`src/rtl/core/bcs_pkg.sv`:
```
// Package: shared types, calendar tables and helper functions for the BCD calendar converter.
`default_nettype none
package bcs_pkg;

  localparam int unsigned DaysW  = 16;  // days since epoch, at most 36524
  localparam int unsigned HoursW = 20;  // hours since epoch
  localparam int unsigned MinsW  = 26;  // minutes since epoch
  localparam int unsigned SecsW  = 32;  // seconds since epoch
  localparam int unsigned NumStages = 4;

  localparam logic [7:0] CtrlBadMask = 8'hc0;

  // Decoded and checked calendar, handed from the front-end stage.
  typedef struct packed {
    logic              ok;
    logic [DaysW-1:0]  days;
    logic [4:0]        hr;
    logic [5:0]        mn;
    logic [5:0]        sc;
    logic [6:0]        sec_bcd;
    logic [6:0]        min_bcd;
  } bcs_dec_t;

  // Length of a month (1..12); codes outside that range mean nothing.
  function automatic logic [4:0] month_len(input logic [4:0] m, input logic leap);
    logic [4:0] len;
    case (m)
      5'd2:    len = leap ? 5'd29 : 5'd28;
      5'd4:    len = 5'd30;
      5'd6:    len = 5'd30;
      5'd9:    len = 5'd30;
      5'd11:   len = 5'd30;
      default: len = 5'd31;
    endcase
    return len;
  endfunction

  // Days in the year before the first of month m.
  function automatic logic [8:0] days_before(input logic [4:0] m, input logic leap);
    logic [8:0] base;
    case (m)
      5'd1:    base = 9'd0;
      5'd2:    base = 9'd31;
      5'd3:    base = 9'd59;
      5'd4:    base = 9'd90;
      5'd5:    base = 9'd120;
      5'd6:    base = 9'd151;
      5'd7:    base = 9'd181;
      5'd8:    base = 9'd212;
      5'd9:    base = 9'd243;
      5'd10:   base = 9'd273;
      5'd11:   base = 9'd304;
      5'd12:   base = 9'd334;
      default: base = 9'd0;
    endcase
    return base + {8'd0, (leap && (m > 5'd2))};
  endfunction

endpackage
`default_nettype wire

```
`src/rtl/core/bcd_calendar_to_seconds_unit.sv`:
```
// Top level: four-stage pipeline converting a BCD calendar snapshot to seconds since 2000.
// An accepted item passes stage registers s1..s4 in turn to the output; stalls can hold it.
// Throughput: one item per cycle when not stalled; stages 2-4 scale by a constant and add.
// Stages: decode and day count, days*24+h, hours*60+m, minutes*60+s with zeroing.
// Reset: rst_ni clears the stage valid bits only; payload registers are not reset.
// Per-stage enables let bubbles collapse, so input is stalled only when all stages are full.
`default_nettype none
module bcd_calendar_to_seconds_unit (
  input  logic        clk_i,
  input  logic        rst_ni,
  input  logic        in_valid_i,
  output logic        in_stall_o,
  input  logic [7:0]  control_byte_i,
  input  logic [7:0]  raw_seconds_i,
  input  logic [7:0]  raw_minutes_i,
  input  logic [7:0]  raw_hours_i,
  input  logic [7:0]  raw_date_i,
  input  logic [7:0]  raw_month_i,
  input  logic [7:0]  raw_year_i,
  output logic        out_valid_o,
  input  logic        out_stall_i,
  output logic        valid_res_o,
  output logic [31:0] total_seconds_o,
  output logic [6:0]  masked_seconds_bcd_o,
  output logic [6:0]  masked_minutes_bcd_o
);
  import bcs_pkg::*;

  // Stage valid bits travel alongside the data.
  logic [NumStages-1:0] vld_q, vld_d;
  logic [NumStages-1:0] en;

  bcs_dec_t dec;

  // Stage 1: decoded calendar.
  bcs_dec_t s1_q;
  // Stage 2: hours since epoch.
  logic              s2_ok_q;
  logic [HoursW-1:0] s2_hours_q;
  logic [5:0]        s2_mn_q, s2_sc_q;
  logic [6:0]        s2_sec_bcd_q, s2_min_bcd_q;
  // Stage 3: minutes since epoch.
  logic              s3_ok_q;
  logic [MinsW-1:0]  s3_mins_q;
  logic [5:0]        s3_sc_q;
  logic [6:0]        s3_sec_bcd_q, s3_min_bcd_q;
  // Stage 4: output register.
  logic              s4_ok_q;
  logic [SecsW-1:0]  s4_secs_q;
  logic [6:0]        s4_sec_bcd_q, s4_min_bcd_q;

  logic [HoursW-1:0] hours_d;
  logic [MinsW-1:0]  mins_d;
  logic [SecsW-1:0]  secs_d;

  bcs_decode u_decode (
    .control_byte_i (control_byte_i),
    .raw_seconds_i  (raw_seconds_i),
    .raw_minutes_i  (raw_minutes_i),
    .raw_hours_i    (raw_hours_i),
    .raw_date_i     (raw_date_i),
    .raw_month_i    (raw_month_i),
    .raw_year_i     (raw_year_i),
    .dec_o          (dec)
  );

  // A stage may load when it is empty or the stage after it moves on.
  always_comb begin
    en[NumStages-1] = !vld_q[NumStages-1] || !out_stall_i;
    for (int k = NumStages - 2; k >= 0; k--) begin
      en[k] = !vld_q[k] || en[k+1];
    end
  end

  assign in_stall_o = !en[0];

  always_comb begin
    vld_d[0] = en[0] ? in_valid_i : vld_q[0];
    for (int k = 1; k < NumStages; k++) begin
      vld_d[k] = en[k] ? vld_q[k-1] : vld_q[k];
    end
  end

  always_ff @(posedge clk_i or negedge rst_ni) begin
    if (!rst_ni) begin
      vld_q <= '0;
    end else begin
      vld_q <= vld_d;
    end
  end

  // Each stage scales by one constant and adds the next finer unit.
  assign hours_d = HoursW'(s1_q.days) * HoursW'(24) + HoursW'(s1_q.hr);
  assign mins_d  = MinsW'(s2_hours_q) * MinsW'(60) + MinsW'(s2_mn_q);
  assign secs_d  = SecsW'(s3_mins_q) * SecsW'(60) + SecsW'(s3_sc_q);

  // Hold payload while stalled; advance on enable.
  always_ff @(posedge clk_i) begin
    if (en[0]) begin
      s1_q <= dec;
    end
    if (en[1]) begin
      s2_ok_q      <= s1_q.ok;
      s2_hours_q   <= hours_d;
      s2_mn_q      <= s1_q.mn;
      s2_sc_q      <= s1_q.sc;
      s2_sec_bcd_q <= s1_q.sec_bcd;
      s2_min_bcd_q <= s1_q.min_bcd;
    end
    if (en[2]) begin
      s3_ok_q      <= s2_ok_q;
      s3_mins_q    <= mins_d;
      s3_sc_q      <= s2_sc_q;
      s3_sec_bcd_q <= s2_sec_bcd_q;
      s3_min_bcd_q <= s2_min_bcd_q;
    end
    if (en[3]) begin
      // Drop every field of a rejected item to zero.
      s4_ok_q      <= s3_ok_q;
      s4_secs_q    <= s3_ok_q ? secs_d : '0;
      s4_sec_bcd_q <= s3_ok_q ? s3_sec_bcd_q : '0;
      s4_min_bcd_q <= s3_ok_q ? s3_min_bcd_q : '0;
    end
  end

  assign out_valid_o          = vld_q[NumStages-1];
  assign valid_res_o          = s4_ok_q;
  assign total_seconds_o      = s4_secs_q;
  assign masked_seconds_bcd_o = s4_sec_bcd_q;
  assign masked_minutes_bcd_o = s4_min_bcd_q;

  // Input stalls only when every stage holds an item.
  a_stall_full: assert property (@(posedge clk_i) disable iff (!rst_ni)
    in_stall_o |-> (vld_q == '1))
    else $error("input stalled with an empty stage");

  // A rejected result carries all-zero fields.
  a_reject_zero: assert property (@(posedge clk_i) disable iff (!rst_ni)
    (out_valid_o && !valid_res_o) |->
      (total_seconds_o == '0 && masked_seconds_bcd_o == '0 && masked_minutes_bcd_o == '0))
    else $error("rejected item has nonzero fields");

  // An accepted result stays within the 2000..2099 span.
  a_range: assert property (@(posedge clk_i) disable iff (!rst_ni)
    (out_valid_o && valid_res_o) |-> (total_seconds_o <= 32'd3155759999))
    else $error("seconds count out of range");

  // A stage that was full and blocked still holds its item next cycle.
  a_no_drop: assert property (@(posedge clk_i) disable iff (!rst_ni)
    (vld_q[1] && !en[1]) |=> vld_q[1])
    else $error("stage item lost during stall");

endmodule
`default_nettype wire

```
`src/rtl/core/bcs_decode.sv`:
```
// Front end: mask the BCD bytes, check digits and ranges, and count days since epoch.
`default_nettype none
module bcs_decode (
  input  logic [7:0]       control_byte_i,
  input  logic [7:0]       raw_seconds_i,
  input  logic [7:0]       raw_minutes_i,
  input  logic [7:0]       raw_hours_i,
  input  logic [7:0]       raw_date_i,
  input  logic [7:0]       raw_month_i,
  input  logic [7:0]       raw_year_i,
  output bcs_pkg::bcs_dec_t dec_o
);
  import bcs_pkg::*;

  logic [6:0] sec_b, min_b;
  logic [5:0] hr_b, date_b;
  logic [4:0] mon_b;
  logic       digits_ok;
  logic [6:0] sec_v, min_v;
  logic [5:0] hr_v, date_v;
  logic [4:0] mon_v;
  logic [7:0] yr_v;
  logic       leap;
  logic       range_ok;
  logic [16:0] yr_days;
  logic [16:0] days_sum;

  assign sec_b  = raw_seconds_i[6:0];
  assign min_b  = raw_minutes_i[6:0];
  assign hr_b   = raw_hours_i[5:0];
  assign date_b = raw_date_i[5:0];
  assign mon_b  = raw_month_i[4:0];

  // High nibbles of the 7-bit and narrower bytes cannot exceed 9.
  assign digits_ok = (sec_b[3:0] <= 4'd9) && (min_b[3:0] <= 4'd9) &&
                     (hr_b[3:0] <= 4'd9) && (date_b[3:0] <= 4'd9) &&
                     (mon_b[3:0] <= 4'd9) && (raw_year_i[3:0] <= 4'd9) &&
                     (raw_year_i[7:4] <= 4'd9);

  assign sec_v  = {4'd0, sec_b[6:4]} * 7'd10 + {3'd0, sec_b[3:0]};
  assign min_v  = {4'd0, min_b[6:4]} * 7'd10 + {3'd0, min_b[3:0]};
  assign hr_v   = {4'd0, hr_b[5:4]} * 6'd10 + {2'd0, hr_b[3:0]};
  assign date_v = {4'd0, date_b[5:4]} * 6'd10 + {2'd0, date_b[3:0]};
  assign mon_v  = (mon_b[4] ? 5'd10 : 5'd0) + {1'b0, mon_b[3:0]};
  assign yr_v   = {4'd0, raw_year_i[7:4]} * 8'd10 + {4'd0, raw_year_i[3:0]};

  assign leap = (yr_v[1:0] == 2'd0);

  assign range_ok = (sec_v <= 7'd59) && (min_v <= 7'd59) && (hr_v <= 6'd23) &&
                    (mon_v != 5'd0) && (mon_v <= 5'd12) && (date_v != 6'd0) &&
                    (date_v <= {1'b0, month_len(mon_v, leap)});

  // Leap days before this year: one per started group of four, year 00 included.
  assign yr_days  = 17'(yr_v) * 17'd365 + 17'(({1'b0, yr_v} + 9'd3) >> 2);
  assign days_sum = yr_days + {8'd0, days_before(mon_v, leap)} + {11'd0, date_v} - 17'd1;

  always_comb begin
    dec_o.ok      = ((control_byte_i & CtrlBadMask) == 8'd0) && digits_ok && range_ok;
    dec_o.days    = days_sum[DaysW-1:0];
    dec_o.hr      = hr_v[4:0];
    dec_o.mn      = min_v[5:0];
    dec_o.sc      = sec_v[5:0];
    dec_o.sec_bcd = sec_b;
    dec_o.min_bcd = min_b;
  end

endmodule
`default_nettype wire
```
`config.mk`:
```
export PLATFORM = sky130hd
export DESIGN_NAME = bcd_calendar_to_seconds_unit
export DESIGN_NICKNAME = d
export VERILOG_FILES = /design/src/rtl/core/bcs_pkg.sv /design/src/rtl/core/bcd_calendar_to_seconds_unit.sv /design/src/rtl/core/bcs_decode.sv
export SDC_FILE = /design/constraint.sdc
export NUM_CORES = 1
export LEC_CHECK = 0
export ABC_AREA = 0
export BUFFER_PORTS_ARGS = -buffer_cell sky130_fd_sc_hd__buf_2
export CAP_MARGIN = 20
export CORE_UTILIZATION = 30
export DETAILED_ROUTE_END_ITERATION = 8
export PLACE_DENSITY_LB_ADDON = 0.2
export SLEW_MARGIN = 20
export SYNTH_ARGS = -nofsm -noshare
export SYNTH_HDL_FRONTEND = slang
export SYNTH_SLANG_ARGS = --single-unit
```
`constraint.sdc`:
```
create_clock -name clk_i -period 6.8 [get_ports clk_i]
set_clock_uncertainty 0.2 [all_clocks]
set_input_delay 1.02 -clock clk_i [delete_from_list [all_inputs] [get_ports clk_i]]
set_output_delay 1.02 -clock clk_i [all_outputs]
set_load 0.03 [all_outputs]
```
==> metrics.txt <==
# TYPE chip_impl_metric gauge
chip_impl_metric{name="seq_area",unit="um^2"} 5570
chip_impl_metric{name="die_w",unit="um"} 236
chip_impl_metric{name="multiInputGateArea",unit="um^2"} 10500
chip_impl_metric{name="postSynth.asyncResetShare",unit="%"} 2.15
chip_impl_metric{name="critical_path_required",unit="ps"} 6790
chip_impl_metric{name="yosysWarningCount",unit=""} 0
chip_impl_metric{name="synth_enable_flop_cells",unit=""} 182
chip_impl_metric{name="routed-via-count",unit=""} 10893
chip_impl_info{name="critical_path_class",value="input port to register"} 1
chip_impl_metric{name="global_route_wire_length_before_repair",unit="um"} 55800
chip_impl_metric{name="crit_path_max_fanout",unit=""} 3
chip_impl_metric{name="timing.critical_path.arrival",unit="ps"} 6550
chip_impl_metric{name="fill_cells",unit=""} 5357
chip_impl_metric{name="antenna_found_initial",unit=""} 0
chip_impl_metric{name="ctsLongestPathBuffers",unit=""} 2
chip_impl_info{name="critical_path.endpoint_type",value="register"} 1
chip_impl_metric{name="avgSynthCellArea",unit="um^2"} 11.2
chip_impl_info{name="clock_tree_from_tritoncts",value="built"} 1
chip_impl_metric{name="die_y",unit="um"} 236
chip_impl_metric{name="gr-total-overflow",unit=""} 0
chip_impl_metric{name="clock_latency",unit="ps"} 450
chip_impl_metric{name="layout_worst_path_cycle_share",unit="%"} 96.6
chip_impl_metric{name="synth_cells",unit=""} 1460
chip_impl_metric{name="fmaxAchievable",unit="MHz"} 152
chip_impl_metric{name="timing.final.crit_period",unit="ps"} 6570
chip_impl_metric{name="finalWirelength",unit="um"} 32100
chip_impl_metric{name="detailedPlacementHpwl",unit="um"} 26900
chip_impl_metric{name="drt_first_iter_violations",unit=""} 292
chip_impl_metric{name="finalWeightedCongestion",unit=""} 0.819
chip_impl_metric{name="num_rows",unit=""} 85
chip_impl_metric{name="postSynthNetCount",unit=""} 1835
chip_impl_metric{name="start_util",unit="%"} 30.4
chip_impl_metric{name="route.detailed.drc",unit=""} 0
chip_impl_metric{name="worstMarginPinSlew",unit="ps"} 687
chip_impl_info{name="cell_type_group_with_the_largest_total_delay_on_the_critical_path",value="adder cells"} 1
chip_impl_metric{name="max_slew_violations",unit=""} 0
chip_impl_metric{name="post_drt_wl_per_cell",unit="um"} 13.7
chip_impl_info{name="r2r_start",value="s2_hours_q[2]$_DFFE_PP_"} 1
chip_impl_metric{name="cts_max_level",unit=""} 4
chip_impl_info{name="postSynth.topFlopCell",value="sky130_fd_sc_hd__edfxtp_1"} 1
chip_impl_info{name="cp_slowest_cell",value="sky130_fd_sc_hd__fa_1"} 1
chip_impl_metric{name="mappedNetlistArea",unit="um^2"} 16400
chip_impl_metric{name="area_of_the_core",unit="um^2"} 53800
chip_impl_metric{name="drt-pass1-iter-count",unit=""} 4
chip_impl_info{name="outcome",value="completed"} 1
chip_impl_metric{name="vias_in_the_first_global_route",unit=""} 11651
chip_impl_metric{name="crit_path_max_incr_delay",unit="ps"} 530
chip_impl_metric{name="synth.lib_cells_used.distinct",unit=""} 76
chip_impl_metric{name="timing.final.hold_violations",unit=""} 0
chip_impl_metric{name="areaGrowthSynthToFinish",unit="%"} 17.0
chip_impl_metric{name="finish.utilization",unit="%"} 35.6
chip_impl_metric{name="grtUsageTotal",unit="%"} 12.2
chip_impl_metric{name="fin_tns_setup",unit="ps"} 0
chip_impl_metric{name="cts.reportedPaths.clkPinSlew",unit="ps"} 70
chip_impl_info{name="startpoint_type",value="input port"} 1
chip_impl_info{name="cts_root_buf",value="sky130_fd_sc_hd__clkbuf_16"} 1
chip_impl_metric{name="finalWorstSetupSlack",unit="ps"} 233
chip_impl_metric{name="cts_num_sinks",unit=""} 186
chip_impl_metric{name="dp_worst_setup_slack",unit="ps"} -479
chip_impl_metric{name="max_cap_viol_count",unit=""} 0
chip_impl_metric{name="finalSetupViolations",unit=""} 0
chip_impl_metric{name="maxSlewHeadroom",unit="%"} 53.7
chip_impl_metric{name="grt_max_degree",unit=""} 49
chip_impl_metric{name="portBuffers",unit=""} 93
chip_impl_metric{name="cts_hold_repair.buffers",unit=""} 0
chip_impl_metric{name="design.die.area",unit="um^2"} 55500
chip_impl_metric{name="io-pin-count",unit=""} 109
chip_impl_info{name="hold_class",value="input port to asynchronous set/reset pin"} 1
chip_impl_metric{name="worstPathBufferInverterCount",unit=""} 3
chip_impl_metric{name="ant_nets",unit=""} 0
chip_impl_metric{name="synth_seq_area_share",unit="%"} 34.0
chip_impl_info{name="setup_repair_after_global_routing_missed_its_margin",value="yes"} 1
chip_impl_metric{name="cts_inserted_buffers",unit=""} 17
chip_impl_metric{name="detail_route.vias_per_cell",unit=""} 4.65
chip_impl_metric{name="final_nets",unit=""} 2009
chip_impl_metric{name="synth_seq_cells",unit=""} 186
chip_impl_info{name="worst_setup_path_startpoint",value="raw_month_i[4]"} 1
chip_impl_metric{name="layout-drive-gt1-share",unit="%"} 17.3
chip_impl_metric{name="hold-worst-slack",unit="ps"} 168
chip_impl_metric{name="antenna_cells",unit=""} 0
[synth_stat cells (4+ instances only)]
master                        n  area, um^2
sky130_fd_sc_hd__o21bai_1    11        82.6
sky130_fd_sc_hd__fa_1       142        2840
sky130_fd_sc_hd__o211ai_1     9        67.6
sky130_fd_sc_hd__o21ai_0     46         230
sky130_fd_sc_hd__a21o_1      40         300
sky130_fd_sc_hd__nor3_1      24         120
sky130_fd_sc_hd__buf_2        4        20.0
sky130_fd_sc_hd__nor2_1      77         289
sky130_fd_sc_hd__nand2_1     88         330
sky130_fd_sc_hd__a211o_1      8        70.1
sky130_fd_sc_hd__mux2i_1      6        60.1
sky130_fd_sc_hd__and3b_1      7        61.3
sky130_fd_sc_hd__xor2_1      64         561
sky130_fd_sc_hd__nand4_1     12        75.1
sky130_fd_sc_hd__a211oi_1     7        52.6
sky130_fd_sc_hd__dfrtp_1      4         100
sky130_fd_sc_hd__ha_1       173        2160
sky130_fd_sc_hd__and2_1      24         150
sky130_fd_sc_hd__a2111oi_0    5        43.8
sky130_fd_sc_hd__nand3_1     39         195
sky130_fd_sc_hd__a21oi_1     74         370
sky130_fd_sc_hd__and3_1      23         144
sky130_fd_sc_hd__o21a_1      19         143
sky130_fd_sc_hd__nand2b_1    11        68.8
sky130_fd_sc_hd__a41oi_1      4        35.0
sky130_fd_sc_hd__or2_2        8        50.1
sky130_fd_sc_hd__nor4_1      10        62.6
sky130_fd_sc_hd__clkbuf_1    14        52.6
sky130_fd_sc_hd__nand3b_1     5        37.5
sky130_fd_sc_hd__or3_1        6        37.5
sky130_fd_sc_hd__edfxtp_1   182        5470
sky130_fd_sc_hd__inv_1      136         510
sky130_fd_sc_hd__o2111ai_1    4        35.0
sky130_fd_sc_hd__xnor2_1     87         762
sky130_fd_sc_hd__a31oi_1      7        43.8
sky130_fd_sc_hd__a31o_2       6        52.6
sky130_fd_sc_hd__nor2b_1     10        62.6
[layout make-up]
type / count / share of cell area (%)
Tap cell: 696 / 4.55
Sequential cell: 186 / 29.1
Timing Repair Buffer: 175 / 5.65
Multi-Input combinational cell: 1118 / 54.9
Clock buffer: 17 / 2.22
Clock inverter: 14 / 0.934
Inverter: 136 / 2.67
[timing repair]
| action | in CTS | in global routing |
|---|---|---|
| setup endpoints to repair | 1 | 3 |
| pin swaps | 2 | 12 |
| buffers inserted | 1 | 0 |
| resized for setup | 3 | 19 |
| hold endpoints to repair | 0 | 0 |
[flip-flops by register name, summed over array words and instances (netlist names)]
signal and count:
masked_minutes_bcd_o 7, masked_seconds_bcd_o 6, s1_q 46, s2_hours_q 20, s2_min_bcd_q 6, s2_mn_q 6, s2_ok_q 1, s2_sc_q 6
s2_sec_bcd_q 6, s3_min_bcd_q 6, s3_mins_q 26, s3_ok_q 1, s3_sc_q 6, s3_sec_bcd_q 6, total_seconds_o 32, valid_res_o 1
vld_q 4
[metal layers]
| layer | part of all wire, % | routed length (um) | vias up | track usage (%) |
|---|---|---|---|---|
| met5 | 0 | 0 | - | 0 |
| met4 | 1.6 | 516 | 0 | 3.53 |
| met3 | 1.7 | 557 | 28 | 1.63 |
| met2 | 51 | 16400 | 91 | 22.3 |
| met1 | 46 | 14600 | 5241 | 14.8 |
| li1 | - | - | 5533 | - |
[worst register-to-register path, cell delays in order, from the launching register on]
cell,delay [ps]
sky130_fd_sc_hd__edfxtp_1,510
sky130_fd_sc_hd__fa_1,550
sky130_fd_sc_hd__inv_1,50
sky130_fd_sc_hd__fa_1,510
sky130_fd_sc_hd__inv_1,50
sky130_fd_sc_hd__ha_1,280
sky130_fd_sc_hd__a211oi_1,350
sky130_fd_sc_hd__o21ai_0,200
sky130_fd_sc_hd__a21o_1,250
sky130_fd_sc_hd__a21oi_1,280
sky130_fd_sc_hd__xnor2_1,180
sky130_fd_sc_hd__or4b_1,650
sky130_fd_sc_hd__nor4_1,560
sky130_fd_sc_hd__nand4b_1,180
sky130_fd_sc_hd__xnor2_1,160
[final timing paths]
| check | endpoint | slack (ps) | cells past startpoint |
|---|---|---|---|
| max | s1_q[45]$_DFFE_PN_ | 230 | 25 |
| min | vld_q[0]$_DFFE_PN0N_ | 170 | 1 |
| max reg2reg | s3_mins_q[25]$_DFFE_PP_ | 1560 | 14 |
| min reg2reg | s2_mn_q[3]$_DFFE_PP_ | 210 | 0 |
| max in group asynchronous | vld_q[3]$_DFFE_PN0P_ | 6110 | 1 |
| min in group clk_i | s2_mn_q[3]$_DFFE_PP_ | 210 | 0 |
[placed cells by master, fill, tap and decap left out, types with 6 or more instances in the layout]
master                      Yosys  routed
sky130_fd_sc_hd__a211o_1        8       8
sky130_fd_sc_hd__a21o_1        40      40
sky130_fd_sc_hd__a21oi_1       74      69
sky130_fd_sc_hd__a21oi_2        2       7
sky130_fd_sc_hd__a31o_2         6       6
sky130_fd_sc_hd__a31oi_1        7       7
sky130_fd_sc_hd__and2_1        24      24
sky130_fd_sc_hd__and3_1        23      21
sky130_fd_sc_hd__and3b_1        7       7
sky130_fd_sc_hd__buf_2          4      93
sky130_fd_sc_hd__buf_4          1      82
sky130_fd_sc_hd__clkbuf_16      0      17
sky130_fd_sc_hd__edfxtp_1     182     182
sky130_fd_sc_hd__fa_1         142     140
sky130_fd_sc_hd__ha_1         173     161
sky130_fd_sc_hd__ha_4           0       8
sky130_fd_sc_hd__inv_1        136     128
sky130_fd_sc_hd__inv_2          0       7
sky130_fd_sc_hd__mux2i_1        6       6
sky130_fd_sc_hd__nand2_1       88      86
sky130_fd_sc_hd__nand2b_1      11      11
sky130_fd_sc_hd__nand3_1       39      37
sky130_fd_sc_hd__nand4_1       12      12
sky130_fd_sc_hd__nor2_1        77      74
sky130_fd_sc_hd__nor2b_1       10       9
sky130_fd_sc_hd__nor3_1        24      24
sky130_fd_sc_hd__nor4_1        10       9
sky130_fd_sc_hd__o211ai_1       9       9
sky130_fd_sc_hd__o21a_1        19      19
sky130_fd_sc_hd__o21ai_0       46      46
sky130_fd_sc_hd__o21bai_1      11      11
sky130_fd_sc_hd__or2_2          8       8
sky130_fd_sc_hd__or3_1          6       6
sky130_fd_sc_hd__xnor2_1       87      81
sky130_fd_sc_hd__xor2_1        64      60
[per-stage QoR]
step	cells	area, um^2
2_1_floorplan	1460	16600
3_3_place_gp	2310	18400
3_5_place_dp	2310	18400
4_1_cts	2342	19100
5_1_grt	2342	19100
6_report	2342	19100
[kinds of logic (layout without fill, tap and decap cells)]
group           count (synthesis)  in the layout  share of synthesized area, %
xor+xnor                      152            152                          8.22
mux                             7              7                         0.436
fa+ha+maj                     316            316                          30.7
compound gates                278            278                          11.5
flops                         186            186                          34.0
simple gates                  365            365                          11.5
buf+inv                       156            342                          3.64
Power is left out: the tool's default activity adds up to more than one toggle a clock period on the data nets, which glitch-free logic cannot reach.
